**config.mk**
```make
export PLATFORM = sky130hd
export DESIGN_NAME = ps2_input_event_decoder
export DESIGN_NICKNAME = d
export VERILOG_FILES = /design/src/rtl/ps2ev_pkg.sv /design/src/rtl/ps2ev_front.sv /design/src/rtl/ps2ev_queue.sv /design/src/rtl/ps2ev_back.sv /design/src/rtl/ps2_input_event_decoder.sv
export SDC_FILE = /design/constraint.sdc
export NUM_CORES = 1
export LEC_CHECK = 0
export BUFFER_PORTS_ARGS = -buffer_cell sky130_fd_sc_hd__buf_2
export CAP_MARGIN = 20
export CORE_MARGIN = 1
export CORE_UTILIZATION = 55
export DETAILED_ROUTE_END_ITERATION = 10
export GPL_TIMING_DRIVEN = 0
export PLACE_DENSITY_LB_ADDON = 0.15
export SLEW_MARGIN = 20
export SYNTH_ARGS = -nofsm -noshare
export SYNTH_HDL_FRONTEND = slang
export SYNTH_SLANG_ARGS = --single-unit
```
**constraint.sdc**
```tcl
create_clock -name clk -period 15.7 [get_ports clk]
set_input_delay 0.785 -clock clk [delete_from_list [all_inputs] [get_ports clk]]
set_output_delay 0.785 -clock clk [all_outputs]
set_load 0.05 [all_outputs]
```
**src/rtl/ps2ev_pkg.sv**
```systemverilog
// ----------------------------------------------------------------------------
// ps2ev_pkg
// Shared types and constants for the PS/2 input event decoder.
// ----------------------------------------------------------------------------
`default_nettype none

package ps2ev_pkg;

    // Event type codes
    localparam logic [1:0] EV_TYPE_KEY = 2'd1;
    localparam logic [1:0] EV_TYPE_REL = 2'd2;

    // Event code values
    localparam logic [8:0] CODE_AXIS_X     = 9'd0;
    localparam logic [8:0] CODE_AXIS_Y     = 9'd1;
    localparam logic [8:0] CODE_BTN_LEFT   = 9'd272;
    localparam logic [8:0] CODE_BTN_RIGHT  = 9'd273;
    localparam logic [8:0] CODE_BTN_MIDDLE = 9'd274;

    // Mouse byte phase within a packet
    localparam logic [1:0] PHASE_HEADER = 2'd0;
    localparam logic [1:0] PHASE_X      = 2'd1;
    localparam logic [1:0] PHASE_Y      = 2'd2;

    // Event mask bit positions, in emit order
    localparam int EVB_KEY   = 0;
    localparam int EVB_X     = 1;
    localparam int EVB_Y     = 2;
    localparam int EVB_LEFT  = 3;
    localparam int EVB_RIGHT = 4;
    localparam int EVB_MID   = 5;
    localparam int EV_BITS   = 6;

    localparam int QUEUE_DEPTH = 4;
    localparam int QUEUE_AW    = $clog2(QUEUE_DEPTH);

    localparam int OUT_TDATA_W = 24;

    // One decoded job handed from front to back
    typedef struct packed {
        logic [EV_BITS-1:0] mask;     // events still to emit
        logic [7:0]         data;     // key byte or Y byte
        logic [7:0]         x_data;   // X byte
        logic [2:0]         buttons;  // new button state
    } job_t;

    // Queue status seen by both sides
    typedef struct packed {
        logic full;
        logic empty;
    } queue_status_t;

endpackage : ps2ev_pkg

`default_nettype wire

```
**src/rtl/ps2ev_front.sv**
```systemverilog
// ----------------------------------------------------------------------------
// ps2ev_front
// Accepts controller bytes, tracks the mouse packet and builds event jobs.
// ----------------------------------------------------------------------------
`default_nettype none

module ps2ev_front (
    input  wire                      clk,
    input  wire                      rst_n,
    input  wire                      in_valid,
    output logic                     in_ready,
    input  wire  [7:0]               byte_value,
    input  wire                      from_aux,
    input  ps2ev_pkg::queue_status_t q_status,
    output logic                     push,
    output ps2ev_pkg::job_t          push_job
);
    import ps2ev_pkg::*;

    logic [1:0] phase_reg,   phase_next;
    logic [7:0] header_reg,  header_next;
    logic [7:0] x_reg,       x_next;
    logic [2:0] prev_btn_reg, prev_btn_next;

    logic       accept;
    logic [2:0] changed;

    assign in_ready = !q_status.full;
    assign accept   = in_valid && in_ready;
    assign changed  = header_reg[2:0] ^ prev_btn_reg;

    // Classify the beat and build the job
    always_comb
    begin
        phase_next    = phase_reg;
        header_next   = header_reg;
        x_next        = x_reg;
        prev_btn_next = prev_btn_reg;
        push_job      = '0;
        push_job.data    = byte_value;
        push_job.x_data  = x_reg;
        push_job.buttons = header_reg[2:0];
        if (!from_aux)
        begin
            push_job.mask[EVB_KEY] = 1'b1;
        end
        else if (phase_reg == PHASE_HEADER)
        begin
            header_next = byte_value;
            phase_next  = PHASE_X;
        end
        else if (phase_reg == PHASE_X)
        begin
            x_next     = byte_value;
            phase_next = PHASE_Y;
        end
        else
        begin
            push_job.mask[EVB_X]     = (x_reg != 8'd0);
            push_job.mask[EVB_Y]     = (byte_value != 8'd0);
            push_job.mask[EVB_LEFT]  = changed[0];
            push_job.mask[EVB_RIGHT] = changed[1];
            push_job.mask[EVB_MID]   = changed[2];
            prev_btn_next = header_reg[2:0];
            phase_next    = PHASE_HEADER;
        end
        push = accept && (push_job.mask != '0);
    end

    // Mouse packet state
    always_ff @(posedge clk or negedge rst_n)
    begin
        if (!rst_n)
        begin
            phase_reg    <= PHASE_HEADER;
            header_reg   <= 8'd0;
            x_reg        <= 8'd0;
            prev_btn_reg <= 3'd0;
        end
        else if (accept)
        begin
            phase_reg    <= phase_next;
            header_reg   <= header_next;
            x_reg        <= x_next;
            prev_btn_reg <= prev_btn_next;
        end
    end

endmodule : ps2ev_front

`default_nettype wire

```
**src/rtl/ps2ev_queue.sv**
```systemverilog
// ----------------------------------------------------------------------------
// ps2ev_queue
// Short job queue between the front and back parts.
// ----------------------------------------------------------------------------
`default_nettype none

module ps2ev_queue (
    input  wire                      clk,
    input  wire                      rst_n,
    input  wire                      push,
    input  ps2ev_pkg::job_t          push_job,
    input  wire                      pop,
    output ps2ev_pkg::job_t          pop_job,
    output ps2ev_pkg::queue_status_t status
);
    import ps2ev_pkg::*;

    job_t                slots_reg [QUEUE_DEPTH];
    logic [QUEUE_AW-1:0] wptr_reg, wptr_next;
    logic [QUEUE_AW-1:0] rptr_reg, rptr_next;
    logic [QUEUE_AW:0]   count_reg, count_next;
    logic                do_push, do_pop;

    assign status.full  = (count_reg == QUEUE_AW'(0) + (QUEUE_AW+1)'(QUEUE_DEPTH));
    assign status.empty = (count_reg == '0);
    assign do_push      = push && !status.full;
    assign do_pop       = pop && !status.empty;
    assign pop_job      = slots_reg[rptr_reg];

    // Pointer and count update
    always_comb
    begin
        wptr_next  = wptr_reg + QUEUE_AW'(do_push);
        rptr_next  = rptr_reg + QUEUE_AW'(do_pop);
        count_next = count_reg + (QUEUE_AW+1)'(do_push) - (QUEUE_AW+1)'(do_pop);
    end

    always_ff @(posedge clk or negedge rst_n)
    begin
        if (!rst_n)
        begin
            wptr_reg  <= '0;
            rptr_reg  <= '0;
            count_reg <= '0;
        end
        else
        begin
            wptr_reg  <= wptr_next;
            rptr_reg  <= rptr_next;
            count_reg <= count_next;
        end
    end

    // Slot storage
    always_ff @(posedge clk)
    begin
        if (do_push)
        begin
            slots_reg[wptr_reg] <= push_job;
        end
    end

endmodule : ps2ev_queue

`default_nettype wire

```
**src/rtl/ps2ev_back.sv**
```systemverilog
// ----------------------------------------------------------------------------
// ps2ev_back
// Expands queued jobs into events, one beat per cycle while the output is free, into an output register.
// ----------------------------------------------------------------------------
`default_nettype none

module ps2ev_back (
    input  wire                      clk,
    input  wire                      rst_n,
    input  ps2ev_pkg::queue_status_t q_status,
    input  ps2ev_pkg::job_t          pop_job,
    output logic                     pop,
    output logic                     out_valid,
    input  wire                      out_ready,
    output logic [1:0]               event_type,
    output logic [8:0]               event_code,
    output logic signed [7:0]        event_value,
    output logic                     last_event
);
    import ps2ev_pkg::*;

    logic               cur_valid_reg, cur_valid_next;
    job_t               cur_reg,       cur_next;
    logic               ovalid_reg,    ovalid_next;
    logic [1:0]         type_reg,      type_next;
    logic [8:0]         code_reg,      code_next;
    logic [7:0]         value_reg,     value_next;
    logic               last_reg,      last_next;

    logic               out_free;
    logic               emit;
    logic [EV_BITS-1:0] pick;
    logic [EV_BITS-1:0] rest;

    assign out_free = !ovalid_reg || out_ready;
    assign emit     = cur_valid_reg && out_free;
    assign pick     = cur_reg.mask & (~cur_reg.mask + EV_BITS'(1));
    assign rest     = cur_reg.mask & ~pick;
    assign pop      = !q_status.empty && (!cur_valid_reg || (emit && rest == '0));

    // Current job tracking
    always_comb
    begin
        cur_valid_next = cur_valid_reg;
        cur_next       = cur_reg;
        if (emit)
        begin
            cur_next.mask = rest;
            if (rest == '0)
            begin
                cur_valid_next = 1'b0;
            end
        end
        if (pop)
        begin
            cur_valid_next = 1'b1;
            cur_next       = pop_job;
        end
    end

    // Event decode for the lowest pending bit
    always_comb
    begin
        ovalid_next = ovalid_reg;
        type_next   = type_reg;
        code_next   = code_reg;
        value_next  = value_reg;
        last_next   = last_reg;
        if (out_free)
        begin
            ovalid_next = emit;
        end
        if (emit)
        begin
            last_next = (rest == '0);
            unique case (pick)
                EV_BITS'(1) << EVB_KEY:
                begin
                    type_next  = EV_TYPE_KEY;
                    code_next  = {2'b00, cur_reg.data[6:0]};
                    value_next = {7'd0, !cur_reg.data[7]};
                end
                EV_BITS'(1) << EVB_X:
                begin
                    type_next  = EV_TYPE_REL;
                    code_next  = CODE_AXIS_X;
                    value_next = cur_reg.x_data;
                end
                EV_BITS'(1) << EVB_Y:
                begin
                    type_next  = EV_TYPE_REL;
                    code_next  = CODE_AXIS_Y;
                    value_next = cur_reg.data;
                end
                EV_BITS'(1) << EVB_LEFT:
                begin
                    type_next  = EV_TYPE_KEY;
                    code_next  = CODE_BTN_LEFT;
                    value_next = {7'd0, cur_reg.buttons[0]};
                end
                EV_BITS'(1) << EVB_RIGHT:
                begin
                    type_next  = EV_TYPE_KEY;
                    code_next  = CODE_BTN_RIGHT;
                    value_next = {7'd0, cur_reg.buttons[1]};
                end
                default:
                begin
                    type_next  = EV_TYPE_KEY;
                    code_next  = CODE_BTN_MIDDLE;
                    value_next = {7'd0, cur_reg.buttons[2]};
                end
            endcase
        end
    end

    always_ff @(posedge clk or negedge rst_n)
    begin
        if (!rst_n)
        begin
            cur_valid_reg <= 1'b0;
            ovalid_reg    <= 1'b0;
        end
        else
        begin
            cur_valid_reg <= cur_valid_next;
            ovalid_reg    <= ovalid_next;
        end
    end

    // Payload registers
    always_ff @(posedge clk)
    begin
        cur_reg   <= cur_next;
        type_reg  <= type_next;
        code_reg  <= code_next;
        value_reg <= value_next;
        last_reg  <= last_next;
    end

    assign out_valid   = ovalid_reg;
    assign event_type  = type_reg;
    assign event_code  = code_reg;
    assign event_value = value_reg;
    assign last_event  = last_reg;

endmodule : ps2ev_back

`default_nettype wire

```
**src/rtl/ps2_input_event_decoder.sv**
```systemverilog
// ----------------------------------------------------------------------------
// ps2_input_event_decoder
// Turns tagged PS/2 controller bytes into key, button and motion events.
// ----------------------------------------------------------------------------
// Usage:
//   s_axis: one beat per controller byte; tdata = byte_value, tuser = from_aux.
//   m_axis: one beat per event; tdata = type, code, value; tlast marks the
//   final event caused by one input byte.
//   A keyboard byte gives one event. A mouse packet's header and X bytes give
//   none; its third byte gives 0 to 5 events (X, Y, left, right, middle).
//   With the back part idle, an accepted byte's job passes through a queue
//   slot and the current-job register into the output register on m_axis.
//   Throughput: one event per cycle while m_tready is high, set by the single
//   event emitter; a byte is taken every cycle while the queue has room, and
//   a third packet byte holds the emitter for up to 5 events.
//   A 4-entry job queue lets the input side keep taking bytes while the
//   output stalls; s_tready drops only when the queue is full.
//   Reset clears the packet phase, the button history, the queue and the
//   output register; no beat is presented until a byte arrives.
// ----------------------------------------------------------------------------
`default_nettype none

module ps2_input_event_decoder (
    input  wire                               clk,
    input  wire                               rst_n,
    input  wire                               s_tvalid,
    output logic                              s_tready,
    input  wire  [7:0]                        s_tdata,   // [7:0] byte_value
    input  wire                               s_tuser,   // [0] from_aux
    output logic                              m_tvalid,
    input  wire                               m_tready,
    // [1:0] event_type, [10:2] event_code, [18:11] event_value, [23:19] zero
    output logic [ps2ev_pkg::OUT_TDATA_W-1:0] m_tdata,
    output logic                              m_tlast    // last_event
);
    import ps2ev_pkg::*;

    queue_status_t     q_status;
    logic              push;
    job_t              push_job;
    logic              pop;
    job_t              pop_job;
    logic [1:0]        event_type;
    logic [8:0]        event_code;
    logic signed [7:0] event_value;

    ps2ev_front u_front (
        .clk        (clk),
        .rst_n      (rst_n),
        .in_valid   (s_tvalid),
        .in_ready   (s_tready),
        .byte_value (s_tdata),
        .from_aux   (s_tuser),
        .q_status   (q_status),
        .push       (push),
        .push_job   (push_job)
    );

    ps2ev_queue u_queue (
        .clk      (clk),
        .rst_n    (rst_n),
        .push     (push),
        .push_job (push_job),
        .pop      (pop),
        .pop_job  (pop_job),
        .status   (q_status)
    );

    ps2ev_back u_back (
        .clk         (clk),
        .rst_n       (rst_n),
        .q_status    (q_status),
        .pop_job     (pop_job),
        .pop         (pop),
        .out_valid   (m_tvalid),
        .out_ready   (m_tready),
        .event_type  (event_type),
        .event_code  (event_code),
        .event_value (event_value),
        .last_event  (m_tlast)
    );

    // Pack the output beat
    assign m_tdata = {5'd0, event_value, event_code, event_type};

endmodule : ps2_input_event_decoder

`default_nettype wire
```
# After elaboration in Yosys (flattened, before gate mapping)
# Memories as Yosys holds them, arrays and structs flattened.
# Cells that the tools add are included.
# word_totals
regBits	70
ram_bits	100
out_inout_bits	27
word_cells	81
memories	1
# memory_table
name	words	word_bits	rd	rd_ports_with_merged_regs	write_ports	line	text
u_queue.slots_reg	4	25	1	0	1	ps2ev_queue.sv:18	job_t slots_reg [QUEUE_DEPTH];
# classes
add_sub_neg	5
n_eq_ne	7
n_mux	16
bitwise	7
reduce_logical	28
# op_table
operator	n
$pmux 9 s5	1
$pmux 8 s5	1
$mux 25	1
$reduce_bool 8->1	2
$mux 5	3
$and 6x6->6	2
$not 6->6	2
$reduce_and 4->1	2
$logic_and 1x1->1	7
$add 6x1->6 const B	1
$eq 6x1->1 const B	1
$eq 6x2->1 const B	1
$eq 6x3->1 const B	1
$eq 6x4->1 const B	1
$eq 6x5->1 const B	1
$logic_not 6->1	1
$mux 1	6
$mux 2	3
$mux 6	1
$reduce_bool 6->1	1
$logic_not 1->1	5
$add 2x1->2	2
$reduce_and 2->1	2
$reduce_bool 2->1	2
other kinds (11)	13

# Depth between registers and ports, before layout
# depth
ltp_word	11
depth_mapped	10
mapped_depth_nobuf	9

# By module
# From an unflattened synthesis, not the netlist that was laid out.
# unflattened
cells_unflattened	357
area_unflattened_um2	6810.3
# by_module_without_submodules
mod	n_inst	cells_each	area_each_um2	seq_area_each_um2
ps2ev_queue	1	162	4045.1	3178.0
ps2ev_back	1	122	1880.6	1371.3
ps2ev_front	1	67	843.3	400.4
ps2_input_event_decoder	1	6	41.3	0.0

# Worst setup path after synthesis
# Ideal clock, no wire load.
# synth_path
kind	input-to-reg
startpoint	input port s_tdata[1]
endpoint	memory u_queue.slots_reg[0][0] (netlist bit) (enable)
setup_ps	543
arrival_ps	5146
required_ps	15157
slack_ps	10011
stages	4
n_path_buf	0
path_cell_list	nor4_1 -> nand4_1 -> o21ai_0 -> a2111oi_0
# synth_between
elab_chain_cells	9
# synth_rtl
element	line	text
from (decl)	ps2_input_event_decoder.sv:28	input wire [7:0] s_tdata,
$reduce_bool 8->1	ps2ev_front.sv:60	push_job.mask[EVB_Y] = (byte_value != 8'd0);
$mux 5	ps2ev_front.sv:52	else if (phase_reg == PHASE_X)
$mux 5	ps2ev_front.sv:47	else if (phase_reg == PHASE_HEADER)
$mux 5	ps2ev_front.sv:43	if (!from_aux)
$reduce_bool 6->1	ps2ev_front.sv:67	push = accept && (push_job.mask != '0);
$logic_and 1x1->1	ps2ev_front.sv:67	
$logic_and 1x1->1	ps2ev_queue.sv:26	assign do_push = push && !status.full;
$mux 1	ps2ev_queue.sv:57	if (do_push)
$mux 1 (not written as such)	ps2ev_queue.sv:59	slots_reg[wptr_reg] <= push_job;
to (decl)	ps2ev_queue.sv:18	
# No other way between the ends.

# Worst setup path in the final report
# layout_path
startpoint	input port s_tdata[5]
endpoint	memory u_queue.slots_reg[1][5] (netlist bit) (enable)
# The elaborated chain is that of the path after synthesis.

==> impl_metrics.csv <==
group,metric,value,unit
clocking,clk_latency,0.43,ns
pwr,vdd_drop_max,0.000104,V
cells_and_area,nets,441,
run_status,violations,"design-rule violations",
pwr,powerDensity,211,mW/mm2
floorplanning,core_area,0.0115,mm2
clocking,ctsHtreeMaxLevel,4,
place,dp_hpwl,7740,um
detailed_routing,wl_per_cell,19.0,um
detailed_routing,postRouteAntennaNets,0,
global_routing,gr-total-overflow,0,
clocking,path_clk_slew,0.06,ns
sta,max_freq,0.333,GHz
yosys,ys_seq_area_frac,0.754,
sta,period_needed,3.00,ns
min_path,hp-class,"primary input to asynchronous set/reset pin",
setup_path,r2r.worst_path.cells,7,
global_routing,grt_pass1_wl,18200,um
setup_path,worstSetupEndpointType,"register",
clocking,cts_tree,"built",
clocking,cts_made_buffers,17,
cells_and_area,n_antenna_cell,0,
cells_and_area,utilization,0.672,
sta,relSlewSlack,0.437,
detailed_routing,drt-pass1-iter-count,7,
setup_path,worstSetupStartpointType,"primary input",
yosys,synth_top_flop_cell,"edfxtp_1",
sta,setup-tns-final,0,ns
setup_path,cp_cell_sequence,"buf_2 > nor4_1 > nand4_1 > o21ai_0 > a2111oi_2 > buf_2 > buf_2 > buf_4",
detailed_routing,via_per_inst,5.66,
floorplanning,dieArea,0.0124,mm2
floorplanning,die_h,111,um
sta,rsz0062_at_grt,"false",
detailed_routing,drt_iter0_drc,234,
yosys,ys_ff_latch,169,
sta,timing.final.crit_share,0.191,
global_routing,grt_max_degree,26,
floorplanning,rows,39,
yosys,ys_warn_count,0,
detailed_routing,wl,11000,um
pwr,p_leak,2.88,nW
setup_path,cp_max_fo,6,
floorplanning,start_util,0.570,
setup_path,required,15.89,ns
yosys,async_flop_share,0.148,
setup_path,cpMostUsedCell,"buf_2",
yosys,syn_area_per_cell,18.8,um2
clocking,cts_resized,0,
clocking,postCtsSetupRepairBufs,0,
global_routing,grt_antenna_before_repair,0,
run,drv_cap,0,
sta,finalSetupViolCount,0,
clocking,cts_root_buffer,"clkbuf_16",
cells_and_area,synthToLayoutAreaGrowth,17.9,%
setup_path,cpMaxStageDelayCell,"o21ai_0",
cells_and_area,drive_above_1_share,0.336,
cells_and_area,largest_reg_flops,100,
detailed_routing,num_vias,3286,
detailed_routing,drcViolationCount,14,
place,gp_congestion,0.800,
setup_path,max_stage_delay,0.63,ns
sta,max_slew.worst_pin.slew,0.843,ns
yosys,synth.distinct_cells,44,
global_routing,grt_pass1_vias,3390,
yosys,syn_inst,349,
sta,clock_skew,0.00694,ns
run_status,status,"finished with violations",
floorplanning,die_x,111,um
cells_and_area,layout_common_cells,"edfxtp_1 (144), buf_2 (49), mux4_2 (25), dfrtp_1 (25)",
sta,hold_viol,0,
setup_path,path_class,"primary input to register",
floorplanning,io_pins,40,
yosys,netlist_area,0.00657,mm2
global_routing,track_usage,0.204,
clocking,clockBufferDepth,2,
clocking,cts.sinks,169,
setup_path,arrival,3.20,ns
yosys,synth-edff-count,144,
clocking,holdBufCountCts,0,
place,port_buffers,32,
sta,slew_violations,0,
cells_and_area,final_common_cell,"edfxtp_1",
==> final cells by class <==
cell class | count | area, um2
Timing Repair Buffer | 52 | 280
Sequential cell | 169 | 4950
Multi-Input combinational cell | 150 | 1500
Tap cell | 143 | 179
Clock inverter | 13 | 225
Buffer | 19 | 108
Inverter | 16 | 60.1
Clock buffer | 19 | 443
Fill cell | 759 | 3780
==> metrics by stage <==
stage	instance area (um2)	instances	hold slack, ns	setup WS [ns]	total power, mW
global route	7740	581	0.397	12.48	1.71
finish	7740	581	0.363	12.70	1.63
CTS	7740	581	0.365	12.65	1.64
floorplan	6590	354	0.466	10.01	1.05
global placement	6920	529	0.476	6.53	1.16
detailed placement	7070	549	0.489	12.20	1.18
==> report_power, final <==
group / switching, mW / internal [mW] / leakage (nW)
logic: 0.263 / 0.177 / 0.916
registers: 0.0694 / 0.657 / 1.64
clock network: 0.163 / 0.302 / 0.327
==> cells by family (layout without fill, tap and decap cells) <==
family	count (synthesis)	after routing	share of synthesized area
flip-flops	169	169	0.754
AND/OR/NAND/NOR	55	55	0.0419
adder cells (fa/ha/maj)	3	3	0.00686
multiplexers	45	45	0.120
buffers and inverters	35	119	0.0255
AO/OA/AOI/OAI	33	33	0.0402
XOR/XNOR	8	8	0.0107
other	1	6	0.000571
==> synth_stat cells (2+ instances only) <==
cell,number,area [um2]
xnor2_1,7,61.3
mux2_2,14,158
or3b_2,2,17.5
buf_2,5,25.0
a221oi_1,2,17.5
a22oi_1,6,45.0
nor2_1,18,67.6
inv_1,16,60.1
nand3_1,2,10.0
edfxtp_1,144,4320
a2111oi_0,6,52.6
mux4_2,25,563
buf_4,6,45.0
mux2_4,2,30.0
mux2i_1,4,40.0
o21ai_0,3,15.0
a21oi_1,7,35.0
nand2b_1,2,12.5
nand2_1,13,48.8
nor4_1,4,25.0
and2_1,4,25.0
dfrtp_1,25,626
nand4_1,2,12.5
ha_1,2,25.0
or3_1,2,12.5
clkbuf_1,7,26.3
nor2b_1,2,12.5
==> worst paths after layout <==
check / start / endpoint / slack, ns
setup reg to reg: u_front.header_reg[1] / u_queue.slots_reg[1][5] / 12.81
hold reg to reg: u_front.phase_reg[0] / u_front.phase_reg[0] / 0.50
max in group asynchronous: rst_n / u_front.header_reg[2] / 14.92
hold / removal: rst_n / u_queue.count_reg[0] / 0.36
min in group clk: u_front.phase_reg[0] / u_front.phase_reg[0] / 0.50
setup / recovery: s_tdata[5] / u_queue.slots_reg[1][5] / 12.70
==> worst max-delay path, delay by kind of cell <==
kind / cells / cell delay, ns
buf+inv: 4 / 0.75
simple gates: 2 / 0.73
compound gates: 2 / 0.92
==> routing by layer <==
layer  global-route usage  vias up  routed length, um  share of wire
met5                    0        -                  0              0
met3               0.0536       16                473          0.043
met2                0.328       80               5680           0.51
li1                     -     1513                  -              -
met4               0.0892        0                222          0.020
met1                0.263     1677               4670           0.42
Power figures use the tool's default switching activity.
